## src/design/mmtd_pkg.sv

```systemverilog
`timescale 1ns / 1ps
// ----------------------------------------------------------------------------
// mmtd_pkg
// shared types, constants and elaboration helpers for the moebius unit
// ----------------------------------------------------------------------------
package mmtd_pkg;

    localparam int DEF_VALUE_WIDTH = 24;
    localparam int DEF_PRIME_DEPTH = 1024;
    localparam int SIEVE_MARGIN    = 1000;
    localparam int SEED_P0         = 2;
    localparam int SEED_P1         = 3;
    localparam int SEED_P2         = 5;
    localparam int FIRST_CAND      = 7;
    localparam int CAND_STEP       = 2;

    localparam logic signed [1:0] MU_POS  = 2'sb01;
    localparam logic signed [1:0] MU_NEG  = 2'sb11;
    localparam logic signed [1:0] MU_ZERO = 2'sb00;

    // floor square root of a constant, bit by bit
    function automatic longint isqrt_c(input longint v);
        longint r;
        longint t;
        r = 0;
        for (int b = 20; b >= 0; b--) begin
            t = r + (longint'(1) << b);
            if (t * t <= v) begin
                r = t;
            end
        end
        return r;
    endfunction

    // largest candidate tested when the prime table is filled
    function automatic int prime_limit(input int vw);
        return int'(SIEVE_MARGIN + isqrt_c((longint'(1) << vw) - 1));
    endfunction

    typedef enum logic [4:0] {
        OP_NONE,
        OP_WR_SEED,
        OP_FILL_START,
        OP_RD,
        OP_DIV_CAND,
        OP_DIV_NUM,
        OP_DIV_AGAIN,
        OP_MUL,
        OP_NEXT_IDX,
        OP_WR_PRIME,
        OP_NEXT_CAND,
        OP_LOAD_N,
        OP_TAKE_FACTOR,
        OP_RES_POS,
        OP_RES_NEG,
        OP_RES_ZERO,
        OP_RES_FINISH,
        OP_EMIT
    } dp_op_t;

    typedef struct packed {
        dp_op_t op;
    } cmd_t;

    typedef struct packed {
        logic seed_last;
        logic cand_over;
        logic table_full;
        logic idx_end;
        logic k_zero;
        logic div_done;
        logic rem_zero;
        logic kk_gt_cand;
        logic kk_gt_num;
        logic num_le1;
        logic num_le3;
        logic num_one;
    } sts_t;

    typedef enum logic [4:0] {
        S_SEED,
        S_CAND,
        S_FJ,
        S_FRD,
        S_FDIV,
        S_FCMP,
        S_IDLE,
        S_CLASS,
        S_MJ,
        S_MRD,
        S_MDIV,
        S_MDIV2S,
        S_MDIV2,
        S_MCHK,
        S_MCMP,
        S_DONE
    } state_t;

endpackage

```

## src/design/mmtd_ctrl.sv

```systemverilog
`timescale 1ns / 1ps
// ----------------------------------------------------------------------------
// mmtd_ctrl
// sequencer for table fill, trial division walk and output handshake
// ----------------------------------------------------------------------------
module mmtd_ctrl (
    input  logic           clk,
    input  logic           rst_n,
    input  logic           in_valid,
    input  logic           out_ready,
    input  mmtd_pkg::sts_t sts,
    output mmtd_pkg::cmd_t cmd,
    output logic           in_ready,
    output logic           out_valid
);
    import mmtd_pkg::*;

    state_t state_reg, state_next;
    logic   ov_reg, ov_next;
    logic   emit_ok;

    assign emit_ok = !ov_reg || out_ready;

    always_comb
    begin
        state_next = state_reg;
        unique case (state_reg)
            S_SEED:   if (sts.seed_last) state_next = S_CAND;
            S_CAND:   state_next = (sts.cand_over || sts.table_full) ? S_IDLE : S_FJ;
            S_FJ:     state_next = sts.idx_end ? S_CAND : S_FRD;
            S_FRD:    state_next = S_FDIV;
            S_FDIV:
                if (sts.div_done) state_next = sts.rem_zero ? S_CAND : S_FCMP;
            S_FCMP:   state_next = sts.kk_gt_cand ? S_CAND : S_FJ;
            S_IDLE:   if (in_valid) state_next = S_CLASS;
            S_CLASS:  state_next = (sts.num_le1 || sts.num_le3) ? S_DONE : S_MJ;
            S_MJ:     state_next = sts.idx_end ? S_DONE : S_MRD;
            S_MRD:    state_next = sts.k_zero ? S_DONE : S_MDIV;
            S_MDIV:
                if (sts.div_done) state_next = sts.rem_zero ? S_MDIV2S : S_MCHK;
            S_MDIV2S: state_next = S_MDIV2;
            S_MDIV2:
                if (sts.div_done) state_next = sts.rem_zero ? S_DONE : S_MCHK;
            S_MCHK:   state_next = sts.num_one ? S_DONE : S_MCMP;
            S_MCMP:   state_next = sts.kk_gt_num ? S_DONE : S_MJ;
            S_DONE:   if (emit_ok) state_next = S_IDLE;
            default:  state_next = S_IDLE;
        endcase
    end

    always_comb
    begin
        cmd.op   = OP_NONE;
        in_ready = 1'b0;
        unique case (state_reg)
            S_SEED:  cmd.op = OP_WR_SEED;
            S_CAND:  if (!(sts.cand_over || sts.table_full)) cmd.op = OP_FILL_START;
            S_FJ:    cmd.op = sts.idx_end ? OP_WR_PRIME : OP_RD;
            S_FRD:   cmd.op = OP_DIV_CAND;
            S_FDIV:
                if (sts.div_done) cmd.op = sts.rem_zero ? OP_NEXT_CAND : OP_MUL;
            S_FCMP:  cmd.op = sts.kk_gt_cand ? OP_WR_PRIME : OP_NEXT_IDX;
            S_IDLE:
            begin
                in_ready = 1'b1;
                if (in_valid) cmd.op = OP_LOAD_N;
            end
            S_CLASS:
                if (sts.num_le1)      cmd.op = OP_RES_POS;
                else if (sts.num_le3) cmd.op = OP_RES_NEG;
            S_MJ:    cmd.op = sts.idx_end ? OP_RES_FINISH : OP_RD;
            S_MRD:   cmd.op = sts.k_zero ? OP_RES_FINISH : OP_DIV_NUM;
            S_MDIV:
                if (sts.div_done && sts.rem_zero) cmd.op = OP_TAKE_FACTOR;
            S_MDIV2S: cmd.op = OP_DIV_AGAIN;
            S_MDIV2:
                if (sts.div_done && sts.rem_zero) cmd.op = OP_RES_ZERO;
            S_MCHK:  cmd.op = sts.num_one ? OP_RES_FINISH : OP_MUL;
            S_MCMP:  cmd.op = sts.kk_gt_num ? OP_RES_FINISH : OP_NEXT_IDX;
            S_DONE:  if (emit_ok) cmd.op = OP_EMIT;
            default: cmd.op = OP_NONE;
        endcase
    end

    always_comb
    begin
        ov_next = ov_reg;
        if (ov_reg && out_ready)
        begin
            ov_next = 1'b0;
        end
        if (state_reg == S_DONE && emit_ok)
        begin
            ov_next = 1'b1;
        end
    end

    always_ff @(posedge clk or negedge rst_n)
    begin
        if (!rst_n)
        begin
            state_reg <= S_SEED;
            ov_reg    <= 1'b0;
        end
        else
        begin
            state_reg <= state_next;
            ov_reg    <= ov_next;
        end
    end

    assign out_valid = ov_reg;

endmodule

```

## config.mk

```make
export PLATFORM = sky130hd
export DESIGN_NAME = mmtd_ctrl
export DESIGN_NICKNAME = d
export VERILOG_FILES = /design/src/design/mmtd_pkg.sv /design/src/design/mmtd_ctrl.sv
export SDC_FILE = /design/constraint.sdc
export NUM_CORES = 1
export LEC_CHECK = 0
export BUFFER_PORTS_ARGS = -buffer_cell sky130_fd_sc_hd__buf_4
export CAP_MARGIN = 10
export CORE_MARGIN = 4
export CORE_UTILIZATION = 46
export DETAILED_ROUTE_END_ITERATION = 16
export GPL_TIMING_DRIVEN = 0
export PLACE_DENSITY = 0.75
export SLEW_MARGIN = 20
export SYNTH_ARGS = -nofsm -noshare
export SYNTH_HDL_FRONTEND = slang
export SYNTH_SLANG_ARGS = --single-unit
export TNS_END_PERCENT = 5
```

## constraint.sdc

```tcl
create_clock -name clk -period 1.6 [get_ports clk]
set_input_delay 0.32 -clock clk [delete_from_list [all_inputs] [get_ports clk]]
set_output_delay 0.32 -clock clk [all_outputs]
set_load 0.01 [all_outputs]
```

Yosys cells after proc, flatten, opt, wreduce, memory -nomap -nowiden
Index checks and enable logic that the tools add are counted.
{ "op_classes": {"eq_ne": 21, "mux": 37, "reduce_logical": 10} }
{ "op_table": {"columns": ["op", "count"], "rows": [
  ["$pmux W5 S16", 2],
  ["$mux W5", 11],
  ["$eq A5 B4 Y1 const B", 8],
  ["$mux W4", 8],
  ["$mux W3", 7],
  ["$eq A5 B3 Y1 const B", 4],
  ["$ne A2 B2 Y1 const B", 6],
  ["$eq A5 B2 Y1 const B", 2],
  ["$mux W2", 4],
  ["$reduce_and A6 Y1", 1],
  ["$eq A5 B1 Y1 const B", 1],
  ["$logic_not A5 Y1", 1],
  ["$mux W1", 5],
  ["$logic_and A1 B1 Y1", 3],
  ["$logic_or A1 B1 Y1", 3],
  ["$reduce_bool A2 Y1", 1],
  ["$logic_not A1 Y1", 1]
]} }
{ "totals": {"register_bits": 6, "elab_cells": 70} }

Depth between registers and ports, before layout
Gate-level depths: netlist of the first run.
{ "depth": {"depth_word": 4, "ltp_mapped": 7, "ltp_nobuf": 5} }

Worst setup path before layout of the first run
Ideal clock, no wire load.
{ "synth_timing": {"path_type": "register to output", "startpoint": "register state_reg[1]", "endpoint": "output port cmd[2] (netlist bit)", "t_arrival_ns": 1.263, "required_time_ns": 1.280, "path_slack_ns": 0.017, "path_stages_with_launch": 7, "path_buffers": 3, "path_cell_list": "dfrtp_1 > buf_6 > buf_6 > buf_4 > a21oi_1 > a21oi_1 > o2111ai_1"} }
{ "synth_rtl": {"columns": ["element", "line_no", "text"], "rows": [
  ["from (decl)", "mmtd_ctrl.sv:18", "state_t state_reg, state_next;"],
  ["from (signal assigned)", "mmtd_ctrl.sv:107", "state_reg <= state_next;"],
  ["to (decl)", "mmtd_ctrl.sv:12", "output mmtd_pkg::cmd_t cmd,"]
]} }

==> out/qor.yml, run 1 <==
outcome: "complete, but fails checks"
violations: "setup timing"
ys_seq_area_share_pct: 15.6
synth.avg_cell_area_um2: 7.21
hold_violations: 0
coreArea_mm2: 0.00158
synthTopCellsByCount: "12 x nand2_1, 9 x nor2_1, 7 x a21oi_1, 7 x nand3_1"
worst_pin_slew_ns: 0.376
path_clk_slew_ns: 0.05
wl_mm: 2.92
drc: 0
ys_types: 40
timing.rr.end: "state_reg[2]$_DFFE_PN0P_"
synthFlopType: "dfrtp_1"
power.internal_uw: 1330
synth_area_leaders: "dfrtp_1 16%, buf_6 7.0%, nand2_1 5.6%"
final-max-slew-violation-count: 0
p_clk_share_pct: 6.1
setup_viol: 7
min_period_ns: 2.00
dp.final_hpwl_mm: 1.93
wl_per_cell_um: 17.9
syn-instance-count: 111
hold_path.class: "in2async"
port_buffers: 22
yosysMostFrequentCell: "nand2_1"
die_area_mm2: 0.00247
rrSetupSlack_ns: -0.03
swShare_pct: 49.9
place_congestion: 0.901
synth_top_area_cell: "dfrtp_1"
drtPass1Iterations: 5
fin_ws_ns: -0.400
h-tree-depth: 1
antenna_found_initial: 0
timing.fmax_ghz: 0.500
max_cap_viol_count: 0
fin_skew_ns: 0.0104
critPathKind: "reg2out"
power_density_mw_per_mm2: 2230
syn_area_um2: 801
yosysWarnings: 0
share_seq_of_total_power_pct: 10.3
root_buffer: "clkbuf_4"
setup_tns_ns: -2.03
grt_usage_pct: 23.9
antenna_cells: 0
combPwrFrac_pct: 83.6
worstPathArrival_ns: 1.68
critPathRequiredTime_ns: 1.28
clkSinkCount: 5
drive_gt1_share_pct: 42.2
vias_per_cell: 6.67
start_util_pct: 50.8
cp-start-kind: "flip-flop"
ios: 23
cts_tree: "yes"
ir_drop_v: 0.00137
finalNetCount: 164
grt_pass1_wl_mm: 4.66
rows: 14
fin_util_pct: 75.6
ant_nets: 0
grt_max_degree: 11
crit_path_end_kind: "primary output"
synth_edf_count: 0
drt_iter0_markers: 72
synth_nets: 127
fin_crit_sh_pct: 125
via_count: 1088
r2r_start: "state_reg[3]$_DFFE_PN0P_"
clkLatencyLatePin_ns: 0.26
p_leak_uw: 0.000517
path_max_fanout: 10
syn2layout_area_growth_pct: 48.9
ys_ff_latch: 5
reg2reg_depth: 8
largest_register_ffs: 4
grt_pass1_vias: 1004
slew_headroom_pct: 74.3
ys_async_sr_fraction_pct: 100
die_x_um: 49.7
die_y_um: 49.7
yosys.area.top_type_share_pct: 15.6
p_sw_uw: 1320
cts.path.max_buffers: 2
numCtsBuffers: 3
rsz0062_at_grt: "true"
grt_overflow: 0
worst max-delay path: stages, from the launching register on:
cell and delay (ns):
dfrtp_1 0.42, buf_6 0.17, buf_8 0.14, nor4_4 0.28, o21bai_1 0.14, o2111ai_1 0.11, buf_4 0.15
layout make-up:
class / count / area, µm²
flip-flops and latches: 5 / 126
inverters: 5 / 21.3
plain buffers: 10 / 116
repair buffers: 32 / 246
multi-input cells: 91 / 636
fillers: 119 / 384
well taps: 16 / 20.0
clock buffers: 4 / 26.3
power groups by stage:
stage               Sequential (µW)  Clock (µW)  Combinational (µW)
global route                    276         168                2380
floorplan                       254           0                1270
global placement                263           0                1750
finish                          274         161                2220
detailed placement              267           0                1760
CTS                             269         159                2090
layout by cell type, fill, tap and decap left out, types with 2 or more instances in the layout:
cell        n
a31oi_1     2
nor3_1      5
buf_8       3
o31ai_2     2
nand2b_1    4
nor2_1      9
nor3_2      2
nand4_1     3
o2111ai_1   2
o21ai_1     3
buf_6       6
buf_4      32
a21oi_1     7
inv_1       3
and2b_1     4
clkbuf_4    3
a22oi_1     2
nor3b_1     2
mux2i_1     2
nand2_1    10
o21ai_0     5
nand3_1     6
dfrtp_1     4
logic make-up after synthesis:
logic type | count (synthesis) | share of synthesized area (%)
buffers and inverters | 15 | 13.1
flip-flops | 5 | 15.6
AND/OR/NAND/NOR | 52 | 35.3
multiplexers | 2 | 2.50
AO/OA/AOI/OAI | 37 | 33.4
timing repair:
item / 4_1_cts / 5_1_grt
resized for setup: 20 / 5
setup buffers: 8 / 1
hold buffers: 1 / 0
pin swaps: 5 / 8
gates cloned: 0 / 0
endpoints found under the setup margin: 6 / 9
endpoints found under the hold margin: 5 / 0
metal layers:
metal | GRT usage, % | routed length [µm] | up-vias
met3 | 5.72 | 364 | 6
met5 | 0 | 0 | -
li1 | - | - | 494
met1 | 31.3 | 1120 | 500
met2 | 37.2 | 1400 | 88
met4 | 9.68 | 29 | 0
per-stage QoR:
stage	instances	area, µm²	hold WS, ns	power (µW)	setup WS, ns
final	163	1190	0.430	2660	-0.400
after CTS	162	1160	0.401	2510	-0.366
after floorplan	111	801	0.0244	1520	0.0165
after global routing	163	1190	0.444	2830	-0.449
after global placement	149	986	0.122	2010	-0.240
after detailed placement	149	986	0.127	2030	-0.271
worst max path at each step:
stage / slack [ns] / endpoint / from / depth (start not counted)
after floorplan: 0.02 / cmd[2] / state_reg[1]$_DFFE_PN0P_ / 6
after global placement: -0.24 / cmd[1] / state_reg[3]$_DFFE_PN0P_ / 8
after detailed placement: -0.27 / cmd[2] / state_reg[3]$_DFFE_PN0P_ / 8
after CTS: -0.37 / cmd[2] / state_reg[3]$_DFFE_PN0P_ / 8
after global routing: -0.45 / cmd[3] / state_reg[3]$_DFFE_PN0P_ / 8
final: -0.40 / cmd[2] / state_reg[0]$_DFFE_PN0P_ / 6
Note: power is estimated with default switching activity, not from simulation.
==> inputs of run 2 (changes only) <==
--- a/config.mk
+++ b/config.mk
@@ -8,10 +8,11 @@
 export BUFFER_PORTS_ARGS = -buffer_cell sky130_fd_sc_hd__buf_4
 export CAP_MARGIN = 10
 export CORE_MARGIN = 4
-export CORE_UTILIZATION = 46
+export CORE_UTILIZATION = 48
+export CTS_BUF_LIST = sky130_fd_sc_hd__clkbuf_8
 export DETAILED_ROUTE_END_ITERATION = 16
 export GPL_TIMING_DRIVEN = 0
-export PLACE_DENSITY = 0.75
+export PLACE_DENSITY = 0.78
 export SLEW_MARGIN = 20
 export SYNTH_ARGS = -nofsm -noshare
 export SYNTH_HDL_FRONTEND = slang
==> run 2 against run 1 <==
Net effect: the flow still finishes with violations (setup timing); clock-buffer cell count down 1; maximum frequency up 0.99%; worst setup slack better by 0.020 ns; critical path type unchanged.
==> out/qor.yml, run 2 (synthesis results as in run 1) <==
outcome: "complete, but fails checks"
violations: "setup timing"
ant_nets: 0  # unchanged
fill_cells: 79  # -34%
drc: 0  # unchanged
r2r_start: "state_reg[3]$_DFFE_PN0P_"
critPathRequiredTime_ns: 1.28  # about the same
worst_pin_slew_ns: 0.350  # -0.0258 ns
slew_headroom_pct: 76.7  # +2.4 points
met3WireLength_um: 416  # +14%
mostFrequentLayoutCells: "39 x buf_4, 9 x nor2_1, 8 x buf_6"
ir_drop_v: 0.00175  # +28%
final-max-slew-violation-count: 0  # unchanged
power.internal_uw: 1600  # +20%
placed_area_um2: 986  # unchanged
power_density_mw_per_mm2: 2320  # +4.2%
timing.fmax_ghz: 0.505  # +0.99%
min_period_ns: 1.98  # -0.0197 ns
critPathKind: "reg2out"
place_congestion: 0.900  # -0.12%
reg2reg_depth: 7  # -1
drive_gt1_share_pct: 51.6  # +9.4 points
swShare_pct: 48.5  # -1.4 points
worstPathArrival_ns: 1.66  # -0.02 ns
share_seq_of_total_power_pct: 9.4  # -0.9 points
die_x_um: 48.8  # -1.8%
dp.final_hpwl_mm: 1.88  # -2.6%
hold_path.class: "in2async"
drtPass1Iterations: 5  # unchanged
grt_max_degree: 11  # unchanged
root_buffer: "clkbuf_8"
power_uw: 3110  # +17%
cts.path.max_buffers: 2  # unchanged
cp-start-kind: "flip-flop"
grt_overflow: 0  # unchanged
setup_viol: 8  # +1
grt_usage_pct: 24.3  # +0.44 points
max_cap_viol_count: 0  # unchanged
start_util_pct: 51.9  # +1.2 points
p_clk_share_pct: 7.4  # +1.3 points
wl_met2_mm: 1.68  # +20%
fin_skew_ns: 0.00401  # -0.00643 ns
cts_tree: "yes"
clkLatencyLatePin_ns: 0.22  # -0.04 ns
coreArea_mm2: 0.00154  # -2.2%
grt_pass1_vias: 992  # -1.2%
hold_violations: 0  # unchanged
die_y_um: 48.8  # -1.8%
path_clk_slew_ns: 0.04  # about the same
p_leak_uw: 0.000598  # +15%
h-tree-depth: 1  # unchanged
vias_per_cell: 6.77  # +1.4%
port_buffers: 22  # unchanged
post-place-ws_ns: -0.258  # +0.0137 ns
numCtsBuffers: 3  # unchanged
top_layer: "met4"
crit_path_end_kind: "primary output"
clkSinkCount: 5  # unchanged
path_max_fanout: 6  # -4
via_count: 1171  # +7.6%
fin_crit_sh_pct: 124  # -1.2 points
grt_pass1_wl_mm: 4.68  # +0.30%
wl_mm: 3.55  # +22%
antenna_found_initial: 0  # unchanged
drt_iter0_markers: 102  # +42%
antenna_cells: 0  # unchanged
rows: 14  # unchanged
syn2layout_area_growth_pct: 67.3
ios: 23  # unchanged
hold_ws_ns: 0.491  # +0.0617 ns
p_sw_uw: 1510  # +14%
finalNetCount: 174  # +6.1%
rsz0062_at_grt: "true"
final_cell_area_mm2: 0.00134  # +12%
wl_met1_mm: 1.38  # +23%
largest_register_ffs: 4  # unchanged
fin_ws_ns: -0.381  # +0.0197 ns
mostFrequentLayoutCell: "buf_4"
timing.rr.end: "state_reg[1]$_DFFE_PN0P_"
wl_per_cell_um: 20.5  # +15%
die_area_mm2: 0.00239  # -3.5%
setup_tns_ns: -1.81  # +0.220 ns
rrSetupSlack_ns: -0.07  # -0.04 ns
combPwrFrac_pct: 83.2  # -0.4 points
## run 2: changes by cell type in the layout (fill, tap and decap cells not counted), moves of 2 or more
cell / change
a21oi_1: -3
a21oi_2: +3
buf_4: +7
buf_6: +2
clkbuf_4: -3
clkbuf_8: +3
nand2_1: -3
nand2_2: +3
## run 2: repair_timing
item / CTS / global route
hold buffers: 1 / 0
buffers inserted: 9 / 10
endpoints found under the hold margin: 5 / 0
pin swaps: 4 / 12
setup endpoints to repair: 6 / 9
resized for setup: 17 / 20
gates cloned: 0 / 1
## run 2: layout make-up
| cell class | instances | area (µm²) | share of cell area [%] |
|---|---|---|---|
| multi-input cells | 91 | 679 | 50.7 |
| clock buffers | 3 | 41.3 | 3.08 |
| plain buffers | 9 | 105 | 7.84 |
| inverters | 5 | 21.3 | 1.59 |
| well taps | 16 | 20.0 | 1.49 |
| repair buffers | 43 | 343 | 25.6 |
| clock inverters | 1 | 3.75 | 0.280 |
| flip-flops and latches | 5 | 126 | 9.43 |
## run 2: metrics by stage
step | instances | util [%]
final | 173 | 86.9
after CTS | 163 | 77.0
after global placement | 149 | 64.0
after floorplan | 111 | -
after global routing | 173 | 86.9
after detailed placement | 149 | 64.0
## run 2: worst max-delay path by stage
stage,from,endpoint,cells past startpoint
floorplan,state_reg[1]$_DFFE_PN0P_,cmd[2],6
global placement,state_reg[3]$_DFFE_PN0P_,cmd[1],8
detailed placement,state_reg[3]$_DFFE_PN0P_,cmd[1],8
CTS,state_reg[1]$_DFFE_PN0P_,cmd[0],8
global route,state_reg[2]$_DFFE_PN0P_,cmd[0],7
finish,state_reg[0]$_DFFE_PN0P_,cmd[2],6
## run 2: critical path, cell delays in order, from the launching register on
cell and delay [ns]:
dfrtp_1 0.43, buf_6 0.17, inv_1 0.18, nor3_1 0.11
o21bai_1 0.22, o2111ai_1 0.14, buf_4 0.17
## run 2: power groups by stage
stage	registers, µW	logic [µW]	clock network (µW)
2_1_floorplan	254	1270	0
3_3_place_gp	263	1740	0
3_5_place_dp	266	1760	0
4_1_cts	269	2100	233
5_1_grt	294	2740	248
6_report	292	2590	230
## run 2: metal layers
| layer | vias up | track usage (%) |
|---|---|---|
| met5 | - | 0 |
| met4 | 0 | 4.48 |
| met3 | 14 | 7.03 |
| met2 | 109 | 40.2 |
| met1 | 538 | 31.4 |
| li1 | 510 | - |
==> inputs of run 3 (changes only) <==
--- a/config.mk
+++ b/config.mk
@@ -9,10 +9,12 @@
 export CAP_MARGIN = 10
 export CORE_MARGIN = 4
 export CORE_UTILIZATION = 48
-export CTS_BUF_LIST = sky130_fd_sc_hd__clkbuf_8
+export CTS_BUF_LIST = sky130_fd_sc_hd__clkbuf_4
 export DETAILED_ROUTE_END_ITERATION = 16
 export GPL_TIMING_DRIVEN = 0
 export PLACE_DENSITY = 0.78
+export SETUP_SLACK_MARGIN = 0.2
+export SKIP_LAST_GASP = 1
 export SLEW_MARGIN = 20
 export SYNTH_ARGS = -nofsm -noshare
 export SYNTH_HDL_FRONTEND = slang
==> run 3 against run 2 <==
Net effect: the run still ends with setup timing left; cell area is 1.1% lower; critical path type unchanged; largest cell class unchanged; first-iteration DRC count is 75% higher; sequential power hardly changed; largest power group unchanged; sequential cell count stayed put; worst setup slack worse by 0.088 ns; critical path depth is 1 higher; clock skew is 0.021 ns higher; routed wire length is 13% higher; final cell count stayed put; utilization is 0.97 points lower; non-clock buffer count stayed put.
==> out/qor.yml, run 3 (synthesis results as in run 1) <==
outcome: "complete, but fails checks"
violations: "setup timing"
via_count: 1238  # +5.7%
worstPathArrival_ns: 1.75  # +0.09 ns
drtPass1Iterations: 6  # +1
syn2layout_area_growth_pct: 65.5
r2r_start: "state_reg[0]$_DFFE_PN0P_"
rrSetupSlack_ns: -0.08  # about the same
die_x_um: 48.8  # unchanged
h-tree-depth: 1  # unchanged
cts.path.max_buffers: 2  # unchanged
rows: 14  # unchanged
share_seq_of_total_power_pct: 9.3  # about the same
rsz0062_at_grt: "true"
hold_violations: 0  # unchanged
ir_drop_v: 0.00148  # -15%
final-max-slew-violation-count: 0  # unchanged
path_max_fanout: 4  # -2
grt_usage_pct: 30.4  # +6.0 points
largest_register_ffs: 4  # unchanged
power.internal_uw: 1510  # -5.5%
fin_skew_ns: 0.0247  # +0.0207 ns
port_buffers: 22  # unchanged
setup_viol: 9  # +1
root_buffer: "clkbuf_4"
antenna_found_initial: 0  # unchanged
min_period_ns: 2.07  # +0.0885 ns
wl_per_cell_um: 23.2  # +13%
timing.rr.end: "state_reg[2]$_DFFE_PN0P_"
clkSinkCount: 5  # unchanged
dp.final_hpwl_mm: 2.02  # +7.4%
crit_path_end_kind: "primary output"
coreArea_mm2: 0.00154  # unchanged
critPathRequiredTime_ns: 1.28  # about the same
mostFrequentLayoutCell: "buf_4"
vias_per_cell: 7.16  # +5.7%
ant_nets: 0  # unchanged
grt_overflow: 0  # unchanged
worst_pin_slew_ns: 0.451  # +0.101 ns
swShare_pct: 51.5  # +3.0 points
ios: 23  # unchanged
reg2reg_depth: 6  # -1
clkLatencyLatePin_ns: 0.27  # +0.05 ns
fin_ws_ns: -0.469  # -0.0885 ns
regArea_um2: 128  # +0.99%
drc: 0  # unchanged
finalNetCount: 174  # unchanged
cp-start-kind: "flip-flop"
fin_crit_sh_pct: 129  # +5.5 points
p_clk_share_pct: 5.4  # -2.0 points
combPwrFrac_pct: 85.3  # +2.1 points
grt_pass1_vias: 1123  # +13%
drive_gt1_share_pct: 52.9  # +1.3 points
critPathKind: "reg2out"
path_clk_slew_ns: 0.07  # +0.03 ns
cts_tree: "yes"
p_sw_uw: 1610  # +6.6%
mostFrequentLayoutCells: "40 x buf_4, 9 x nand2_1, 9 x nor2_1"
p_leak_uw: 0.000586  # -2.0%
hold_path.class: "in2async"
power_uw: 3120  # +0.38%
numCtsBuffers: 3  # unchanged
slew_headroom_pct: 69.2  # -7.5 points
timing.fmax_ghz: 0.483  # -4.3%
start_util_pct: 51.9  # unchanged
grt_pass1_wl_mm: 5.71  # +22%
fill_cells: 83  # +5.1%
power_density_mw_per_mm2: 2360  # +1.5%
drt_iter0_markers: 178  # +75%
place_congestion: 0.873  # -3.0%
die_area_mm2: 0.00239  # unchanged
grt_max_degree: 11  # unchanged
die_y_um: 48.8  # unchanged
wl_mm: 4.02  # +13%
max_cap_viol_count: 0  # unchanged
antenna_cells: 0  # unchanged
multiInputGateArea_um2: 688  # +1.3%
fin_util_pct: 86.0  # -0.97 points
==> run 3: cell types whose count changed in the layout (fill, tap and decap cells not counted), sizes merged <==
cell / change
clkinv: +1
inv: -1
==> run 3: per-stage QoR <==
stage	setup WS [ns]	hold slack [ns]	instances	cell area (µm²)	setup TNS [ns]
global route	-0.556	0.405	173	1330	-3.13
global placement	-0.224	0.122	149	1020	-0.636
finish	-0.469	0.395	173	1330	-2.56
floorplan	0.0892	0.0244	111	831	0
CTS	-0.325	0.405	171	1250	-1.73
detailed placement	-0.216	0.129	149	1020	-0.607
==> run 3: worst max-delay path by stage <==
stage | start | endpoint | slack, ns | cells after the start
finish | state_reg[0]$_DFFE_PN0P_ | cmd[1] | -0.47 | 7
global route | state_reg[0]$_DFFE_PN0P_ | cmd[1] | -0.56 | 7
CTS | state_reg[1]$_DFFE_PN0P_ | cmd[0] | -0.32 | 8
detailed placement | state_reg[2]$_DFFE_PN0P_ | cmd[3] | -0.22 | 6
global placement | state_reg[2]$_DFFE_PN0P_ | cmd[3] | -0.22 | 6
floorplan | state_reg[1]$_DFFE_PN0P_ | cmd[0] | 0.09 | 7
==> run 3: layout make-up <==
cell class                      instances  share of cell area (%)
Buffer                                 10                    9.35
Clock buffer                            3                    1.70
Clock inverter                          1                   0.378
Inverter                                5                    1.42
Multi-Input combinational cell         91                    51.9
Sequential cell                         5                    9.63
Tap cell                               16                    1.51
Timing Repair Buffer                   42                    24.1
==> run 3: metal layers <==
| metal | share of wire (%) | up-vias | GRT usage [%] |
|---|---|---|---|
| li1 | - | 510 | - |
| met1 | 34 | 539 | 41.0 |
| met2 | 43 | 143 | 48.5 |
| met3 | 14 | 46 | 4.89 |
| met4 | 7.7 | 0 | 10.3 |
| met5 | 0 | - | 0 |
==> run 3: worst max-delay path, stage by stage (launching register included) <==
cell and delay [ns]:
dfrtp_2 0.43, and2b_2 0.28, buf_4 0.15, a21oi_2 0.15, nor3_2 0.07, a21oi_1 0.16, nand2_1 0.08, buf_4 0.15
==> run 3: repair_timing <==
item                                   in CTS  in global routing
gates cloned                                1                  0
endpoints found under the hold margin       5                  0
resized for setup                          17                 15
setup endpoints to repair                   9                 10
pin swaps                                   6                  4
hold buffers                                1                  0
buffers inserted                           16                  2
==> run 3: power groups by stage <==
stage / clock network, µW / logic (µW) / registers (µW)
global placement: 0 / 1820 / 264
global route: 178 / 2770 / 296
CTS: 153 / 2320 / 267
floorplan: 0 / 1330 / 254
finish: 168 / 2670 / 290
detailed placement: 0 / 1830 / 268
